[config.mk]
export PLATFORM = sky130hd
export DESIGN_NAME = wfd_prep
export DESIGN_NICKNAME = d
export VERILOG_FILES = /design/src/sv/wfd_pkg.sv /design/src/sv/wfd_prep.sv
export SDC_FILE = /design/constraint.sdc
export NUM_CORES = 1
export LEC_CHECK = 0
export ABC_CLOCK_PERIOD_IN_PS = 12500
export BUFFER_PORTS_ARGS = -buffer_cell sky130_fd_sc_hd__buf_2
export CORE_ASPECT_RATIO = 1.5
export CORE_MARGIN = 1
export CORE_UTILIZATION = 45
export DETAILED_ROUTE_END_ITERATION = 12
export PLACE_DENSITY = 0.69
export SLEW_MARGIN = 20
export SYNTH_ARGS = -nofsm -noshare
export SYNTH_HDL_FRONTEND = slang
export SYNTH_SLANG_ARGS = --single-unit
export TNS_END_PERCENT = 1
[constraint.sdc]
create_clock -name i_clk -period 12.5 [get_ports i_clk]
set_clock_uncertainty 0.05 [all_clocks]
set_input_delay 1.25 -clock i_clk [delete_from_list [all_inputs] [get_ports i_clk]]
set_output_delay 1.25 -clock i_clk [all_outputs]
set_load 0.03 [all_outputs]
[src/sv/wfd_pkg.sv]
// wfd_pkg: types and constants shared by the wide float divider
// depends on nothing; imported by wfd_prep, wfd_div_stage and wide_float_divider
package wfd_pkg;

    localparam int MANT_W  = 64;
    localparam int EXP_W   = 64;
    localparam int NUM_W   = 2 * MANT_W;
    localparam int N_STEPS = NUM_W;

    localparam logic signed [EXP_W-1:0] EXP_MAX = {1'b0, {(EXP_W-1){1'b1}}};
    localparam logic signed [EXP_W-1:0] EXP_MIN = {1'b1, {(EXP_W-1){1'b0}}};

    localparam logic [EXP_W-1:0] SHIFT_BIG   = EXP_W'(MANT_W - 1);
    localparam logic [EXP_W-1:0] SHIFT_SMALL = EXP_W'(MANT_W);

    // item after the first front stage
    typedef struct packed {
        logic [MANT_W-1:0]        a;
        logic signed [EXP_W-1:0]  ae;
        logic [MANT_W-1:0]        b;
        logic signed [EXP_W-1:0]  sum_e;
        logic                     big;
        logic                     zero;
    } t_pre_item;

    // item travelling through the divide chain
    typedef struct packed {
        logic [MANT_W-1:0]        rem;
        logic [NUM_W-1:0]         num;
        logic [MANT_W-1:0]        d;
        logic signed [EXP_W-1:0]  e;
        logic                     zero;
    } t_div_item;

endpackage

[src/sv/wfd_prep.sv]
// wfd_prep: two front stages, zero detect, shift choice and saturated exponent
// depends on wfd_pkg
module wfd_prep import wfd_pkg::*; (
    input  logic                     i_clk,
    input  logic                     i_rst_n,
    input  logic                     i_en,
    input  logic                     i_valid,
    input  logic [MANT_W-1:0]        i_a,
    input  logic signed [EXP_W-1:0]  i_ae,
    input  logic [MANT_W-1:0]        i_b,
    input  logic signed [EXP_W-1:0]  i_be,
    output logic                     o_valid,
    output t_div_item                o_item
);

    t_pre_item         r_pre;
    logic              r_pre_valid;
    t_pre_item         n_pre;
    t_div_item         r_item;
    logic              r_valid;
    t_div_item         n_item;
    logic [EXP_W:0]    w_sum;
    logic [EXP_W:0]    w_diff;

    // stage one: compare, zero check, divisor exponent plus shift with clamp
    always_comb begin
        n_pre.a    = i_a;
        n_pre.ae   = i_ae;
        n_pre.b    = i_b;
        n_pre.big  = (i_a >= i_b);
        n_pre.zero = (i_a == '0) || (i_b == '0);
        w_sum = {i_be[EXP_W-1], i_be} + {1'b0, (n_pre.big ? SHIFT_BIG : SHIFT_SMALL)};
        if (w_sum[EXP_W] != w_sum[EXP_W-1]) begin
            n_pre.sum_e = EXP_MAX;
        end else begin
            n_pre.sum_e = w_sum[EXP_W-1:0];
        end
    end

    always_ff @(posedge i_clk) begin
        if (!i_rst_n) begin
            r_pre_valid <= 1'b0;
        end else if (i_en) begin
            r_pre_valid <= i_valid;
        end
        if (i_en) begin
            r_pre <= n_pre;
        end
    end

    // stage two: exponent difference with clamp, build the 128-bit dividend
    always_comb begin
        w_diff = {r_pre.ae[EXP_W-1], r_pre.ae} - {r_pre.sum_e[EXP_W-1], r_pre.sum_e};
        if (w_diff[EXP_W] != w_diff[EXP_W-1]) begin
            n_item.e = w_diff[EXP_W] ? EXP_MIN : EXP_MAX;
        end else begin
            n_item.e = w_diff[EXP_W-1:0];
        end
        n_item.rem  = '0;
        n_item.d    = r_pre.b;
        n_item.zero = r_pre.zero;
        if (r_pre.big) begin
            n_item.num = {1'b0, r_pre.a, {(MANT_W-1){1'b0}}};
        end else begin
            n_item.num = {r_pre.a, {MANT_W{1'b0}}};
        end
    end

    always_ff @(posedge i_clk) begin
        if (!i_rst_n) begin
            r_valid <= 1'b0;
        end else if (i_en) begin
            r_valid <= r_pre_valid;
        end
        if (i_en) begin
            r_item <= n_item;
        end
    end

    assign o_valid = r_valid;
    assign o_item  = r_item;

endmodule

==> impl_results.md <==
- Final min period: 7.64 ns
- Number of synthesized flops with an enable pin: 452
- DR top layer: met5
- Worst Path Arrival: 7.89 ns
- HP Class: reg -> reg
- Setup WS post-layout: 4.86 ns
- DP Area: 0.0260 mm²
- # IOs: 582
- Final hold violation count: 0
- Most common cell after layout, fill and taps aside: buf_2
- Cell area after synthesis: 0.0235 mm²
- Synth Area per Inst: 12.1 µm²
- Crit-path max FO: 63
- Area grow syn2layout: 17.0%
- VDD IR max: 0.000127 V
- CP Capture Type: flip-flop
- Total of max-cap violations: 0
- Pleak: 11.7 nW
- Placeable Area: 0.0516 mm²
- Die H: 282 µm
- Worst flop-to-flop path startpoint: r_pre[2]
- R2R depth: 12
- Reg2Reg Setup Slack: 8.02 ns
- Critical path class: in -> reg
- GPL Wtd Cong: 0.943
- Post-synthesis sequential area ratio: 0.579
- H-tree levels: 2
- Register Area: 0.0136 mm²
- Pin count of the biggest net entering global routing: 103
- RSZ-0062 raised after global routing: false
- Routed len/inst: 21.5 µm
- Final Max Slew Viols: 0
- Skew-Pair Late Insertion Delay: 0.59 ns
- Fillers: 4566
- Clk sinks: 454
- Inst Count DP: 3021
- # rows: 102
- CP startpoint kind: primary input
- Cells after Synth: 1945
- Post-synthesis cell type count: 66
- Initial antenna violation count: 11
- Die footprint: 0.0531 mm²
- Metal2 WL: 35800 µm
- Final setup viols: 0
- DR pass1 iterations: 5
- FF+latch count, synth: 454
- Total detailed-routing wirelength: 66700 µm
- # DRC: 0
- CTS tree: yes
- Fin Setup TNS: 0 ns
- Layout cell share with drive strength beyond 1: 0.254
- DP HPWL: 53000 µm
- Cell taking the most area after synthesis: edfxtp_1
- Synth top area cells: edfxtp_1 58%, ha_1 7.2%, buf_4 4.1%
- Top_reg_cell synth: edfxtp_1
- Layout Cells excl Fill: 3107
- Initial drt markers: 831
- Fin nets: 2789
- Initial Util: 0.456
- Met3 Wirelength: 4710 µm
- Hold Path End: o_item[78]
- Area fraction of the dominant cell type after synthesis: 0.578
- Global route overflow: 0
- Hold_sp: n_item[78]
- R2r endpoint: o_item[63]
- Worst-path clk slew: 0.06 ns
- WP data required: 12.76 ns
- Dpl ws: 4.32 ns
- Run status: completed
- Max transition margin: 0.340
- FFs w/ async S/R, synth: 0
- Final worst-path cycle share: 0.611
- Vias: 16300
- Synth Warn #: 0
- Footprint of the multi-input gates: 0.00854 mm²
- First-pass GRT wire length: 96000 µm
- Worst hold slack: 0.365 ns
- Pwr Density: 158 mW/mm²
- Design Area, Final: 0.0275 mm²
- Clock buffer depth: 3
- Most frequent cells in the layout: 453 x buf_2, 452 x edfxtp_1, 160 x inv_1, 146 x nand2_1, 135 x ha_1
- GR Util All Layers: 0.244
- Die width: 189 µm
- Num CTS Buffers: 45
- Worst-margin pin slew: 0.981 ns
- Core Util, Final: 0.533
- CTS Hold Bufs: 0
- IO buf count: 454
- Fmax: 0.131 GHz
- Total Power: 4.34 mW
- Gates resized, CTS repair: 0
- DRT met1 WL: 23500 µm
- Post-CTS setup buffer count: 0
- Vias in the first global route: 16300
- Post-DRT Antenna Nets: 0
- Clk root buf: clkbuf_16
- DR vias/cell: 5.25
- Hold Crit Depth: 0
==> flip-flops by register name, indices dropped and copies added, names as in the netlist <==
| register | flops |
|---|---|
| o_item | 194 |
| r_pre | 193 |
| n_item | 65 |
| o_valid | 1 |
| r_pre_valid | 1 |
==> metal layers <==
layer | vias up | track usage
met5 | - | 0
met2 | 635 | 0.458
met1 | 7785 | 0.257
met3 | 130 | 0.0602
li1 | 7755 | -
met4 | 6 | 0.102
==> cells in the mapped netlist, drive strengths merged (3+ instances only) <==
cell type / number
o21bai: 19
a21o: 72
a31oi: 6
buf: 148
inv: 160
and3: 18
nand4: 65
edfxtp: 452
o21ai: 119
xnor2: 62
o31ai: 8
or3: 7
nand3: 26
nand2: 147
nand2b: 10
a21boi: 5
nor3: 16
mux2: 64
a2111oi: 3
a21oi: 106
a211oi: 5
and2: 5
o211ai: 13
nor4: 36
nor2: 72
xor2: 55
or2: 4
and4: 3
nor3b: 3
nor2b: 11
o21a: 7
ha: 135
clkbuf: 43
a221oi: 6
or4: 3
==> cell type report <==
class | count | area share
clock inverters | 32 | 0.0136
repair buffers | 465 | 0.0860
diodes | 3 | 0.000273
inverters | 160 | 0.0218
well taps | 676 | 0.0308
multi-input cells | 1266 | 0.311
clock buffers | 51 | 0.0418
flip-flops and latches | 454 | 0.495
==> report_power, final <==
group          switching (mW)  internal (mW)
Sequential             0.0531           1.89
Combinational           0.694          0.326
Clock                   0.603          0.781
==> worst max-delay path, stage by stage <==
cell and delay, ns:
buf_2 0.13, inv_1 0.05, ha_1 0.32, nand4_1 0.09, or2_2 0.31, or3_1 0.39, or3_1 0.40, or3_1 0.42
o31ai_1 0.84, ha_1 0.32, inv_1 0.06, fa_1 0.38, nor2b_1 0.15, o21ai_0 0.12, a21boi_0 0.26, o21ai_0 0.14
a21boi_0 0.32, o21a_1 0.52, and3_1 0.40, a211oi_1 0.15, o21ai_4 0.13, buf_4 0.51, o21ai_0 0.18
==> worst max path at each step <==
| stage | startpoint | to | slack [ns] | cells past startpoint |
|---|---|---|---|---|
| finish | i_b[62] | r_pre[6] | 4.86 | 23 |
| global route | i_b[62] | r_pre[6] | 4.34 | 23 |
| CTS | i_b[62] | r_pre[6] | 4.95 | 23 |
| detailed placement | i_b[62] | r_pre[6] | 4.32 | 23 |
| global placement | i_b[62] | r_pre[4] | 4.56 | 23 |
| floorplan | i_b[62] | r_pre[9] | 5.99 | 23 |
==> logic make-up (layout without fill, tap and decap cells) <==
logic type | Yosys count | count (layout) | share of synthesized area
AOI/OAI and AO/OA | 388 | 388 | 0.103
xor gates and xnor gates | 117 | 117 | 0.0436
adders and majority gates | 137 | 137 | 0.0736
buffers and inverters | 351 | 708 | 0.0778
DFF | 454 | 454 | 0.579
muxes | 66 | 66 | 0.0315
other | 1 | 130 | 0.000160
and+or+nand+nor | 431 | 431 | 0.0906
No activity file was read; power rests on OpenSTA's default activity.
