[src/sv/wfd_pkg.sv]
// wfd_pkg: types and constants shared by the wide float divider
// depends on nothing; imported by wfd_prep, wfd_div_stage and wide_float_divider
package wfd_pkg;

    localparam int MANT_W  = 64;
    localparam int EXP_W   = 64;
    localparam int NUM_W   = 2 * MANT_W;
    localparam int N_STEPS = NUM_W;

    localparam logic signed [EXP_W-1:0] EXP_MAX = {1'b0, {(EXP_W-1){1'b1}}};
    localparam logic signed [EXP_W-1:0] EXP_MIN = {1'b1, {(EXP_W-1){1'b0}}};

    localparam logic [EXP_W-1:0] SHIFT_BIG   = EXP_W'(MANT_W - 1);
    localparam logic [EXP_W-1:0] SHIFT_SMALL = EXP_W'(MANT_W);

    // item after the first front stage
    typedef struct packed {
        logic [MANT_W-1:0]        a;
        logic signed [EXP_W-1:0]  ae;
        logic [MANT_W-1:0]        b;
        logic signed [EXP_W-1:0]  sum_e;
        logic                     big;
        logic                     zero;
    } t_pre_item;

    // item travelling through the divide chain
    typedef struct packed {
        logic [MANT_W-1:0]        rem;
        logic [NUM_W-1:0]         num;
        logic [MANT_W-1:0]        d;
        logic signed [EXP_W-1:0]  e;
        logic                     zero;
    } t_div_item;

endpackage

[src/sv/wfd_div_stage.sv]
// wfd_div_stage: one restoring division step, one quotient bit per stage
// depends on wfd_pkg
module wfd_div_stage import wfd_pkg::*; (
    input  logic       i_clk,
    input  logic       i_rst_n,
    input  logic       i_en,
    input  logic       i_valid,
    input  t_div_item  i_item,
    output logic       o_valid,
    output t_div_item  o_item
);

    t_div_item        r_item;
    logic             r_valid;
    t_div_item        n_item;
    logic [MANT_W:0]  w_trial;
    logic             w_fit;

    // shift in the next dividend bit, subtract when the divisor fits
    always_comb begin
        w_trial = {i_item.rem, i_item.num[NUM_W-1]};
        w_fit   = (w_trial >= {1'b0, i_item.d});
        n_item  = i_item;
        if (w_fit) begin
            n_item.rem = MANT_W'(w_trial - {1'b0, i_item.d});
        end else begin
            n_item.rem = w_trial[MANT_W-1:0];
        end
        n_item.num = {i_item.num[NUM_W-2:0], w_fit};
    end

    always_ff @(posedge i_clk) begin
        if (!i_rst_n) begin
            r_valid <= 1'b0;
        end else if (i_en) begin
            r_valid <= i_valid;
        end
        if (i_en) begin
            r_item <= n_item;
        end
    end

    assign o_valid = r_valid;
    assign o_item  = r_item;

endmodule

[config.mk]
export PLATFORM = sky130hd
export DESIGN_NAME = wfd_div_stage
export DESIGN_NICKNAME = d
export VERILOG_FILES = /design/src/sv/wfd_pkg.sv /design/src/sv/wfd_div_stage.sv
export SDC_FILE = /design/constraint.sdc
export NUM_CORES = 1
export LEC_CHECK = 0
export ABC_AREA = 1
export BUFFER_PORTS_ARGS = -buffer_cell sky130_fd_sc_hd__buf_2
export CAP_MARGIN = 40
export CORE_UTILIZATION = 25
export CTS_BUF_LIST = sky130_fd_sc_hd__clkbuf_8
export DETAILED_ROUTE_END_ITERATION = 12
export PLACE_DENSITY = 0.55
export SYNTH_ARGS = -nofsm -noshare
export SYNTH_HDL_FRONTEND = slang
export SYNTH_SLANG_ARGS = --single-unit
[constraint.sdc]
create_clock -name i_clk -period 2.85 [get_ports i_clk]
set_input_delay 0.1425 -clock i_clk [delete_from_list [all_inputs] [get_ports i_clk]]
set_output_delay 0.1425 -clock i_clk [all_outputs]
set_load 0.05 [all_outputs]
==> summary.txt, run 1 <==
run status - complete, no violations
top-area cell type share of the netlist area - 56.7%
fin util - 38.7%
grt ovf - 0
fmax - 385 MHz
Tcrit/Tclk final - 91.2%
Most used DFF post-synth - edfxtp_1
post-synthesis compound-gate area fraction - 1.70%
P_sw - 5.69 mW
fin area - 0.0261 sq mm
gpl congestion - 0.960
post-synth net total - 2,294
Initial Util - 25.3%
Max-Cap Viols - 0
Clock Tree Buf Depth - 3
Buf+Inv Stages, Crit Path - 5
RSZ-0062 raised after global routing - no
antenna violations before repair - 22
worst hold endpoint - o_item[181]
Worst Setup SP - i_item[288]
Post-Synth Simple-Gate Area - 25.5%
sequential power share - 38.7%
cell leakage power - 13.0 nW
Crit path max-delay family - simple AND/OR/NAND/NOR gates
Slew HR - 55.0%
sequential fraction of the synthesis area - 56.8%
Synthesis Warnings - 0
CTS Sinks - 322
Worst-Skew Late Latency - 700 ps
Internal Power - 9.47 mW
CP Launch Type - primary input
CTS tree - done
Crit-path slowest cell - dlygate4sd3_1
Most Frequent Cell on Critical Path - nand2_1
Die X-Extent - 263 um
Synth area leader - edfxtp_1
post-CTS sizing - 0
first-pass iteration count of the detailed router - 5
peak supply drop - 0.000396 V
mapped cell area - 0.0170 sq mm
placed cell areas - 0.0216 sq mm
synthesized flop and latch total - 322
worst path cell trace - dlygate4sd3_1 > buf_2 > ha_1 > nand2_1 > inv_1 > nand2_1 > nor2_2 > inv_2 > nor2_2 > nand2_2 > nand2_2 > nand2_4 > nand2_4 > buf_12 > nand3_1 > nand2_1
logic gate share of total power - 30.7%
I/O Buffers - 646
DRC - 0
Die ar. - 0.0691 sq mm
core area - 0.0673 sq mm
WL per Instance - 21.8 um
# rows - 95
Netlist cell types - 34
R2R Setup Slk - 1630 ps
Crit. End Element - register
Synth Instances - 1,904
Clk pwr share - 30.6%
setup tns final - 0 ps
Total Wirelength - 84,600 um
main combinational cell family by area after synthesis - simple AND/OR/NAND/NOR gates
clock-pin slew on the worst setup and hold paths - 60 ps
share of cells above drive strength 1 - 28.8%
XOR/XNOR share of the synthesized area - 1.60%
post-DP HPWL - 69,200 um
number of flops mapped to enable cells by yosys - 321
CTS H-Tree Depth - 2
post-synthesis mux area share - 0%
Setup Viol. Count Final - 0
routing usage on met3 - 5.07%
Area contributors post-synth - edfxtp_1 (57%), nand2_1 (15%), inv_1 (8.3%)
hold crit path type - in2reg
via count - 16,600
Register-to-Register Path Depth - 3
worst path arrival time - 3120 ps
vias per inst - 4.28
Crit Path Class - in2reg
P&R area growth vs syn - 53.1%
Hold Crit Start - i_item[180]
final hold viol count - 0
Final Skew - 0 ps
total CTS buffers - 59
max-slew violation count - 0
met1 Track Usage GR - 27.1%
Initial DRC Count - 951
GRT Util Overall - 24.0%
actual slew at the worst max-slew pin - 675 ps
pin count of the biggest net entering global routing - 77
Mean Syn Cell Area - 8.94 sq um
layer carrying the most global-route usage - met2
asr flop ratio synth - 0%
Power Total - 15.2 mW
Sw Share - 37.5%
Synth Area in Adders - 4.82%
global-route wire length before repair - 119,000 um
Ports - 647
Die Ht - 263 um
Post-DRT Antenna Nets - 0
most numerous cell in the Yosys netlist - nand2_1
root buf cell - clkbuf_8
CP required - 3380 ps
min cycle time layout - 2600 ps
WHS - 153 ps
met2 usage in global routing - 43.9%
CP max FO - 28
PD cells - 582 mW/mm^2
Hold Path Depth - 2
Final Net Count - 3,343
Critical R2R Capture - o_valid
worst r2r src - o_valid
vias in the first global route - 17,200
slowest cell delay on critical path - 570 ps
Commonest cells post-synth - nand2_1 (658), inv_1 (377), edfxtp_1 (321)
## per-layer routing
layer  routed length, um  part of all wire [%]
met1               33300                    39
met2               43000                    51
met3                4780                   5.6
met4                3380                   4.0
met5                 101                  0.12
## kinds of logic after synthesis
group | after synthesis
buffers and inverters | 419
adder cells (fa/ha/maj) | 65
AND/OR/NAND/NOR | 1012
XOR/XNOR | 31
AO/OA/AOI/OAI | 55
flip-flops | 322
## worst max path at each step
| stage | to | slack (ps) | cells past startpoint |
|---|---|---|---|
| floorplan | o_item[260] | 880 | 14 |
| global placement | o_item[310] | 170 | 16 |
| detailed placement | o_item[310] | 210 | 16 |
| CTS | o_item[310] | 280 | 17 |
| global route | o_item[300] | 80 | 17 |
| finish | o_item[310] | 250 | 16 |
## layout make-up
cell class                      count  area (sq um)
Inverter                          400          1500
Tap cell                          873          1090
Sequential cell                   322          9660
Multi-Input combinational cell   1163          5710
Antenna cell                       15          37.5
Fill cell                        7009         41200
Clock inverter                     42           312
Clock buffer                       64           881
Timing Repair Buffer             1007          6860
## stage by stage
step | worst slack [ps] | instances
after global placement | 168 | 3442
after global routing | 81.5 | 3880
after detailed placement | 205 | 3442
after floorplan | 882 | 1904
final | 252 | 3886
after CTS | 285 | 3871
## flip-flops by register name, indices dropped and copies added (netlist names)
name     count
o_valid      1
o_item     321
## power groups by stage
stage	logic, mW	registers [mW]	clock network, mW
after global routing	4.94	5.91	4.96
after floorplan	1.18	7.52	0
final	4.66	5.87	4.64
after global placement	4.28	5.95	0
after CTS	4.70	5.87	4.79
after detailed placement	4.28	5.96	0
## cell usage in the layout, fill, tap and decap left out, types with 2 or more instances in the layout
master         instances
clkinv_2               7
edfxtp_1             321
nor2_4                 7
nor3_1                 9
nand2_1              658
nor2_2                19
nand3_2                2
xor2_1                30
inv_2                 21
clkbuf_8              64
buf_2                645
clkinvlp_4             4
nand4_1                6
nand3b_1              16
nand3_1              142
and3_1                 3
and2_1                 2
dlygate4sd3_1        323
inv_1                399
a21oi_2                3
clkinv_1               5
bufinv_16              4
a21oi_1               43
nor2_1                96
nand2_4                2
diode_2               15
buf_4                 30
buf_12                 8
nand2_2               42
o21ai_0                7
ha_1                  64
nor4_1                 6
## what timing repair did
item / CTS / global route
hold buffers: 323 / 0
endpoints found under the hold margin: 384 / 0
setup buffers: 0 / 0
(Power assumes the default switching activity.)
==> run 2: changes to the inputs <==
--- a/config.mk
+++ b/config.mk
@@ -11,7 +11,7 @@
 export CORE_UTILIZATION = 25
 export CTS_BUF_LIST = sky130_fd_sc_hd__clkbuf_8
 export DETAILED_ROUTE_END_ITERATION = 12
-export PLACE_DENSITY = 0.55
+export PLACE_DENSITY_LB_ADDON = 0.1
 export SYNTH_ARGS = -nofsm -noshare
 export SYNTH_HDL_FRONTEND = slang
 export SYNTH_SLANG_ARGS = --single-unit
==> summary.txt, run 2 (synthesis results as in run 1) <==
# rows - 95 (unchanged)
PD cells - 582 mW/mm^2 (about the same)
CP max FO - 3 (-89%)
Initial Util - 25.3% (unchanged)
root buf cell - clkbuf_8
Worst Setup SP - i_item[90]
Total Wirelength - 81,300 um (-3.9%)
vias per inst - 4.25 (-0.78%)
pin count of the biggest net entering global routing - 89 (+16%)
fin util - 38.8% (+0.099 points)
most common cell after layout, fill and taps aside - nand2_1
final hold viol count - 0 (unchanged)
Setup Viol. Count Final - 0 (unchanged)
Max-Cap Viols - 0 (unchanged)
CTS Sinks - 322 (unchanged)
worst r2r src - o_valid
min cycle time layout - 2530 ps (-65.5 ps)
wire length on met2 - 40,600 um (-5.6%)
Die ar. - 0.0691 sq mm (unchanged)
max-slew violation count - 0 (unchanged)
peak supply drop - 0.000432 V (+9.0%)
R2R Setup Slk - 1640 ps (about the same)
post-CTS sizing - 0 (unchanged)
actual slew at the worst max-slew pin - 530 ps (-146 ps)
global-route wire length before repair - 117,000 um (-2.3%)
hold crit path type - in2reg
Die Ht - 263 um (unchanged)
Crit Path Class - in2reg
fin cells - 3,895 (+0.23%)
Metal-1 WL - 32,700 um (-1.8%)
Final Skew - 0 ps (unchanged)
DP Worst Slack - 188 ps (-17.6 ps)
first-pass iteration count of the detailed router - 5 (unchanged)
RSZ-0062 raised after global routing - no
cell leakage power - 13.0 nW (+0.30%)
total CTS buffers - 66 (+12%)
setup tns final - 0 ps (unchanged)
Register-to-Register Path Depth - 3 (unchanged)
Tcrit/Tclk final - 88.9% (-2.3 points)
post-CTS setup repair buffer count - 0 (unchanged)
Clock Tree Buf Depth - 3 (unchanged)
DRC - 0 (unchanged)
CTS tree - done
post-DP HPWL - 65,700 um (-5.0%)
I/O Buffers - 646 (unchanged)
CP required - 3230 ps (-150 ps)
met3 routed WL - 4480 um (-6.3%)
worst path arrival time - 2920 ps (-200 ps)
WL per Instance - 20.9 um (-4.1%)
via count - 16,500 (-0.55%)
gpl congestion - 0.918 (-4.4%)
fmax - 395 MHz (+2.6%)
Top Metal Used - met5
CP Launch Type - primary input
core area - 0.0673 sq mm (unchanged)
dpl cells - 3,445 (+0.087%)
run status - complete, no violations
Post-DRT Antenna Nets - 0 (unchanged)
share of cells above drive strength 1 - 28.9% (+0.099 points)
Slew HR - 64.7% (+9.7 points)
Die X-Extent - 263 um (unchanged)
P&R area growth vs syn - 53.5%
most frequent cells in the layout - nand2_1 (658), buf_2 (645), inv_1 (392)
Final Net Count - 3,353 (+0.30%)
Worst-Skew Late Latency - 640 ps (-60 ps)
vias in the first global route - 17,400 (+1.1%)
crit path to - o_item[315]
Critical R2R Capture - o_valid
grt ovf - 0 (unchanged)
clock-pin slew on the worst setup and hold paths - 70 ps (about the same)
GRT Util Overall - 23.2% (-0.75 points)
Ports - 647 (unchanged)
Initial DRC Count - 844 (-11%)
antenna violations before repair - 17 (-23%)
CTS H-Tree Depth - 3 (+1)
max reg flops - 321 (unchanged)
Crit. End Element - register
Setup WS post-layout - 318 ps (+65.5 ps)
==> run 2: cell types whose count changed in the layout (fill, tap and decap cells not counted) <==
cell / before / now
inv_6: 0 / 2
inv_12: 1 / 0
inv_8: 0 / 3
bufinv_16: 4 / 3
clkinv_1: 5 / 19
inv_1: 399 / 392
diode_2: 15 / 10
buf_12: 8 / 9
buf_4: 30 / 32
clkinv_2: 7 / 10
clkinvlp_4: 4 / 0
clkbuf_8: 64 / 66
==> run 2: final cells by class <==
cell class / instances / area (sq um)
diodes: 10 / 25.0
clock buffers: 66 / 908
clock inverters: 51 / 328
fillers: 7047 / 41200
inverters: 400 / 1500
multi-input cells: 1163 / 5710
flip-flops and latches: 322 / 9660
well taps: 873 / 1090
repair buffers: 1010 / 6900
==> run 2: worst min path at each step <==
stage                     start     endpoint  cells past startpoint
finish              i_item[226]  o_item[227]                      2
global route         i_item[75]   o_item[75]                      2
detailed placement   i_item[23]   o_item[23]                      1
CTS                  i_item[75]   o_item[75]                      2
floorplan                  i_en      o_valid                      1
global placement    i_item[154]  o_item[155]                      1
==> run 2: critical path, cell delays in order <==
cell           delay [ps]
dlygate4sd3_1         580
buf_2                 150
inv_1                  40
ha_1                  290
buf_4                 130
nand2_2                90
nor2_1                230
nand2_1               180
nor2_1                140
nand2_1                60
nand2_1               360
nand2_1               200
nand2_1               110
nand2_1                50
nand3_1               100
nand2_1                60
==> run 2: stage by stage <==
stage | total power [mW] | hold slack [ps] | instance area (sq um)
2_1_floorplan | 8.70 | 236 | 17000
3_3_place_gp | 10.3 | 320 | 21600
3_5_place_dp | 10.2 | 321 | 21600
4_1_cts | 15.5 | 140 | 26100
5_1_grt | 15.9 | 170 | 26100
6_report | 15.2 | 199 | 26100
==> run 2: layer usage <==
| layer | track usage (%) | vias up |
|---|---|---|
| li1 | - | 8147 |
| met1 | 26.9 | 7708 |
| met2 | 41.5 | 539 |
| met3 | 4.97 | 138 |
| met4 | 9.34 | 12 |
| met5 | 0 | - |
==> run 2: report_power, final <==
| part | switching, mW | total [mW] | internal (mW) |
|---|---|---|---|
| clock | 2.24 | 4.71 | 2.47 |
| combinational | 3.31 | 4.61 | 1.30 |
| sequential | 0.133 | 5.88 | 5.75 |
==> run 2: timing repair <==
item,CTS,global route
hold buffers,323,0
endpoints found under the hold margin,356,0
setup endpoints to repair,0,0
==> run 3: changes to the inputs <==
--- a/config.mk
+++ b/config.mk
@@ -8,10 +8,12 @@
 export ABC_AREA = 1
 export BUFFER_PORTS_ARGS = -buffer_cell sky130_fd_sc_hd__buf_2
 export CAP_MARGIN = 40
-export CORE_UTILIZATION = 25
+export CORE_AREA = 2 2 253 255
 export CTS_BUF_LIST = sky130_fd_sc_hd__clkbuf_8
 export DETAILED_ROUTE_END_ITERATION = 12
+export DIE_AREA = 0 0 255 257
 export PLACE_DENSITY_LB_ADDON = 0.1
+export SETUP_SLACK_MARGIN = 0.3
 export SYNTH_ARGS = -nofsm -noshare
 export SYNTH_HDL_FRONTEND = slang
 export SYNTH_SLANG_ARGS = --single-unit
==> summary.txt, run 3 (synthesis results as in run 1) <==
run status - complete, no violations
actual slew at the worst max-slew pin - 686 ps (+157 ps)
Slew HR - 54.2% (-10 points)
CTS H-Tree Depth - 2 (-1)
clock-pin slew on the worst setup and hold paths - 70 ps (about the same)
Hold Path Depth - 2 (unchanged)
Worst-Skew Late Latency - 640 ps (about the same)
R2R Setup Slk - 1660 ps (+20 ps)
slowest cell delay on critical path - 530 ps (-50 ps)
# rows - 92 (-3.2%)
Critical R2R Capture - o_valid
min cycle time layout - 2510 ps (-25.2 ps)
peak supply drop - 0.000319 V (-26%)
total CTS buffers - 61 (-7.6%)
Clk pwr share - 30.6% (-0.4 points)
post-DP HPWL - 64,400 um (-1.9%)
Max-Cap Viols - 0 (unchanged)
Crit. End Element - register
hold crit path type - in2reg
Register-to-Register Path Depth - 3 (unchanged)
Total Wirelength - 79,800 um (-1.9%)
via count - 16,500 (-0.37%)
CTS Sinks - 322 (unchanged)
pin count of the biggest net entering global routing - 71 (-20%)
Post-DRT Antenna Nets - 0 (unchanged)
Die X-Extent - 255 um (-3.0%)
vias in the first global route - 17,300 (-0.61%)
final hold viol count - 0 (unchanged)
worst path arrival time - 2930 ps (about the same)
Crit-path slowest cell - dlygate4sd3_1
P_sw - 5.59 mW (-1.7%)
Setup Viol. Count Final - 0 (unchanged)
CP required - 3270 ps (+40 ps)
cell leakage power - 13.0 nW (-0.23%)
fmax - 399 MHz (+1.0%)
PD cells - 578 mW/mm^2 (-0.71%)
worst hold endpoint - o_item[240]
global-route wire length before repair - 113,000 um (-3.1%)
Final Skew - 0 ps (unchanged)
Initial DRC Count - 877 (+3.9%)
antenna violations before repair - 9 (-8)
P&R area growth vs syn - 53.6% (about the same)
root buf cell - clkbuf_8
CP max FO - 62 (+59)
Ports - 647 (unchanged)
max reg flops - 321 (unchanged)
sequential power share - 39.0% (+0.3 points)
RSZ-0062 raised after global routing - yes
WL per Instance - 20.7 um (-0.88%)
Tcrit/Tclk final - 88.0% (-0.88 points)
Power Total - 15.1 mW (-0.65%)
first-pass iteration count of the detailed router - 5 (unchanged)
Hold Crit Start - i_item[239]
DRC - 0 (unchanged)
Final Net Count - 3,344 (-0.27%)
most frequent cells in the layout - nand2_1 (654), buf_2 (644), inv_1 (395)
Die Ht - 257 um (-2.2%)
logic gate share of total power - 30.3% (about the same)
gpl congestion - 0.954 (+3.9%)
CTS tree - done
max-slew violation count - 0 (unchanged)
Internal Power - 9.51 mW (about the same)
I/O Buffers - 646 (unchanged)
Clock Tree Buf Depth - 3 (unchanged)
GRT Util Overall - 23.6% (+0.33 points)
Crit Path Class - in2reg
most common cell after layout, fill and taps aside - nand2_1
vias per inst - 4.28 (+0.69%)
worst r2r src - o_valid
Die ar. - 0.0655 sq mm (-5.2%)
CP Launch Type - primary input
Sw Share - 37.0% (-0.39 points)
setup tns final - 0 ps (unchanged)
core area - 0.0627 sq mm (-6.8%)
Initial Util - 27.1% (+1.8 points)
share of cells above drive strength 1 - 29.3% (+0.45 points)
worst path cell trace - dlygate4sd3_1 > buf_2 > inv_1 > ha_1 > nand2_2 > nor2_2 > and2_2 > nand3_1 > nor2_1 > nand2_1 > nand3_2 > nor2_4 > buf_12 > nand3_1 > nand2_1
grt ovf - 0 (unchanged)
==> run 3: metal layers <==
layer,wire length (um),GRT usage (%),vias up
met2,40900,43.5,525
met3,4160,3.90,111
met1,32000,27.4,7711
met4,2670,7.59,6
met5,38,0,-
li1,-,-,8129
==> run 3: final cells by class <==
cell class | instances | area [sq um]
well taps | 846 | 1060
fillers | 6378 | 36600
inverters | 400 | 1500
multi-input cells | 1163 | 5810
repair buffers | 1006 | 6890
clock inverters | 51 | 363
diodes | 5 | 12.5
clock buffers | 61 | 840
flip-flops and latches | 322 | 9660
==> run 3: power groups by stage <==
| stage | registers (mW) | clock network, mW | logic [mW] |
|---|---|---|---|
| detailed placement | 5.99 | 0 | 4.21 |
| global route | 5.94 | 4.98 | 4.89 |
| floorplan | 7.52 | 0 | 1.18 |
| finish | 5.89 | 4.62 | 4.58 |
| global placement | 6.00 | 0 | 4.21 |
| CTS | 5.90 | 4.79 | 4.60 |
==> run 3: repair_timing <==
| action | 4_1_cts | 5_1_grt |
|---|---|---|
| setup endpoints to repair | 0 | 61 |
| hold buffers | 323 | 0 |
| resized for setup | 0 | 24 |
| endpoints found under the hold margin | 381 | 0 |
| buffers inserted | 0 | 0 |
==> run 3: how the worst max path moves through the flow <==
stage	start	end	cells past startpoint
after detailed placement	i_item[113]	o_item[302]	14
after global routing	i_item[125]	o_item[302]	15
after CTS	i_item[113]	o_item[302]	15
final	i_item[118]	o_item[302]	15
after global placement	i_item[113]	o_item[302]	14
after floorplan	i_item[121]	o_item[260]	14
==> run 3: critical path, delay by kind of cell <==
family | cells | cell delay (ps)
and+or+nand+nor | 10 | 1400
buffers and inverters | 4 | 910
adders and majority gates | 1 | 420
==> run 3: per-stage QoR <==
stage          worst slack [ps]  instance area [sq um]  utilization [%]  instances  hold slack, ps
6_report                    343                  26100             41.7       3854             166
5_1_grt                     259                  26100             41.7       3852             145
4_1_cts                     331                  26000             41.4       3848             111
3_5_place_dp                149                  21600             34.4       3413             321
3_3_place_gp                123                  21600             34.4       3413             320
2_1_floorplan               882                  17000                -       1904             236
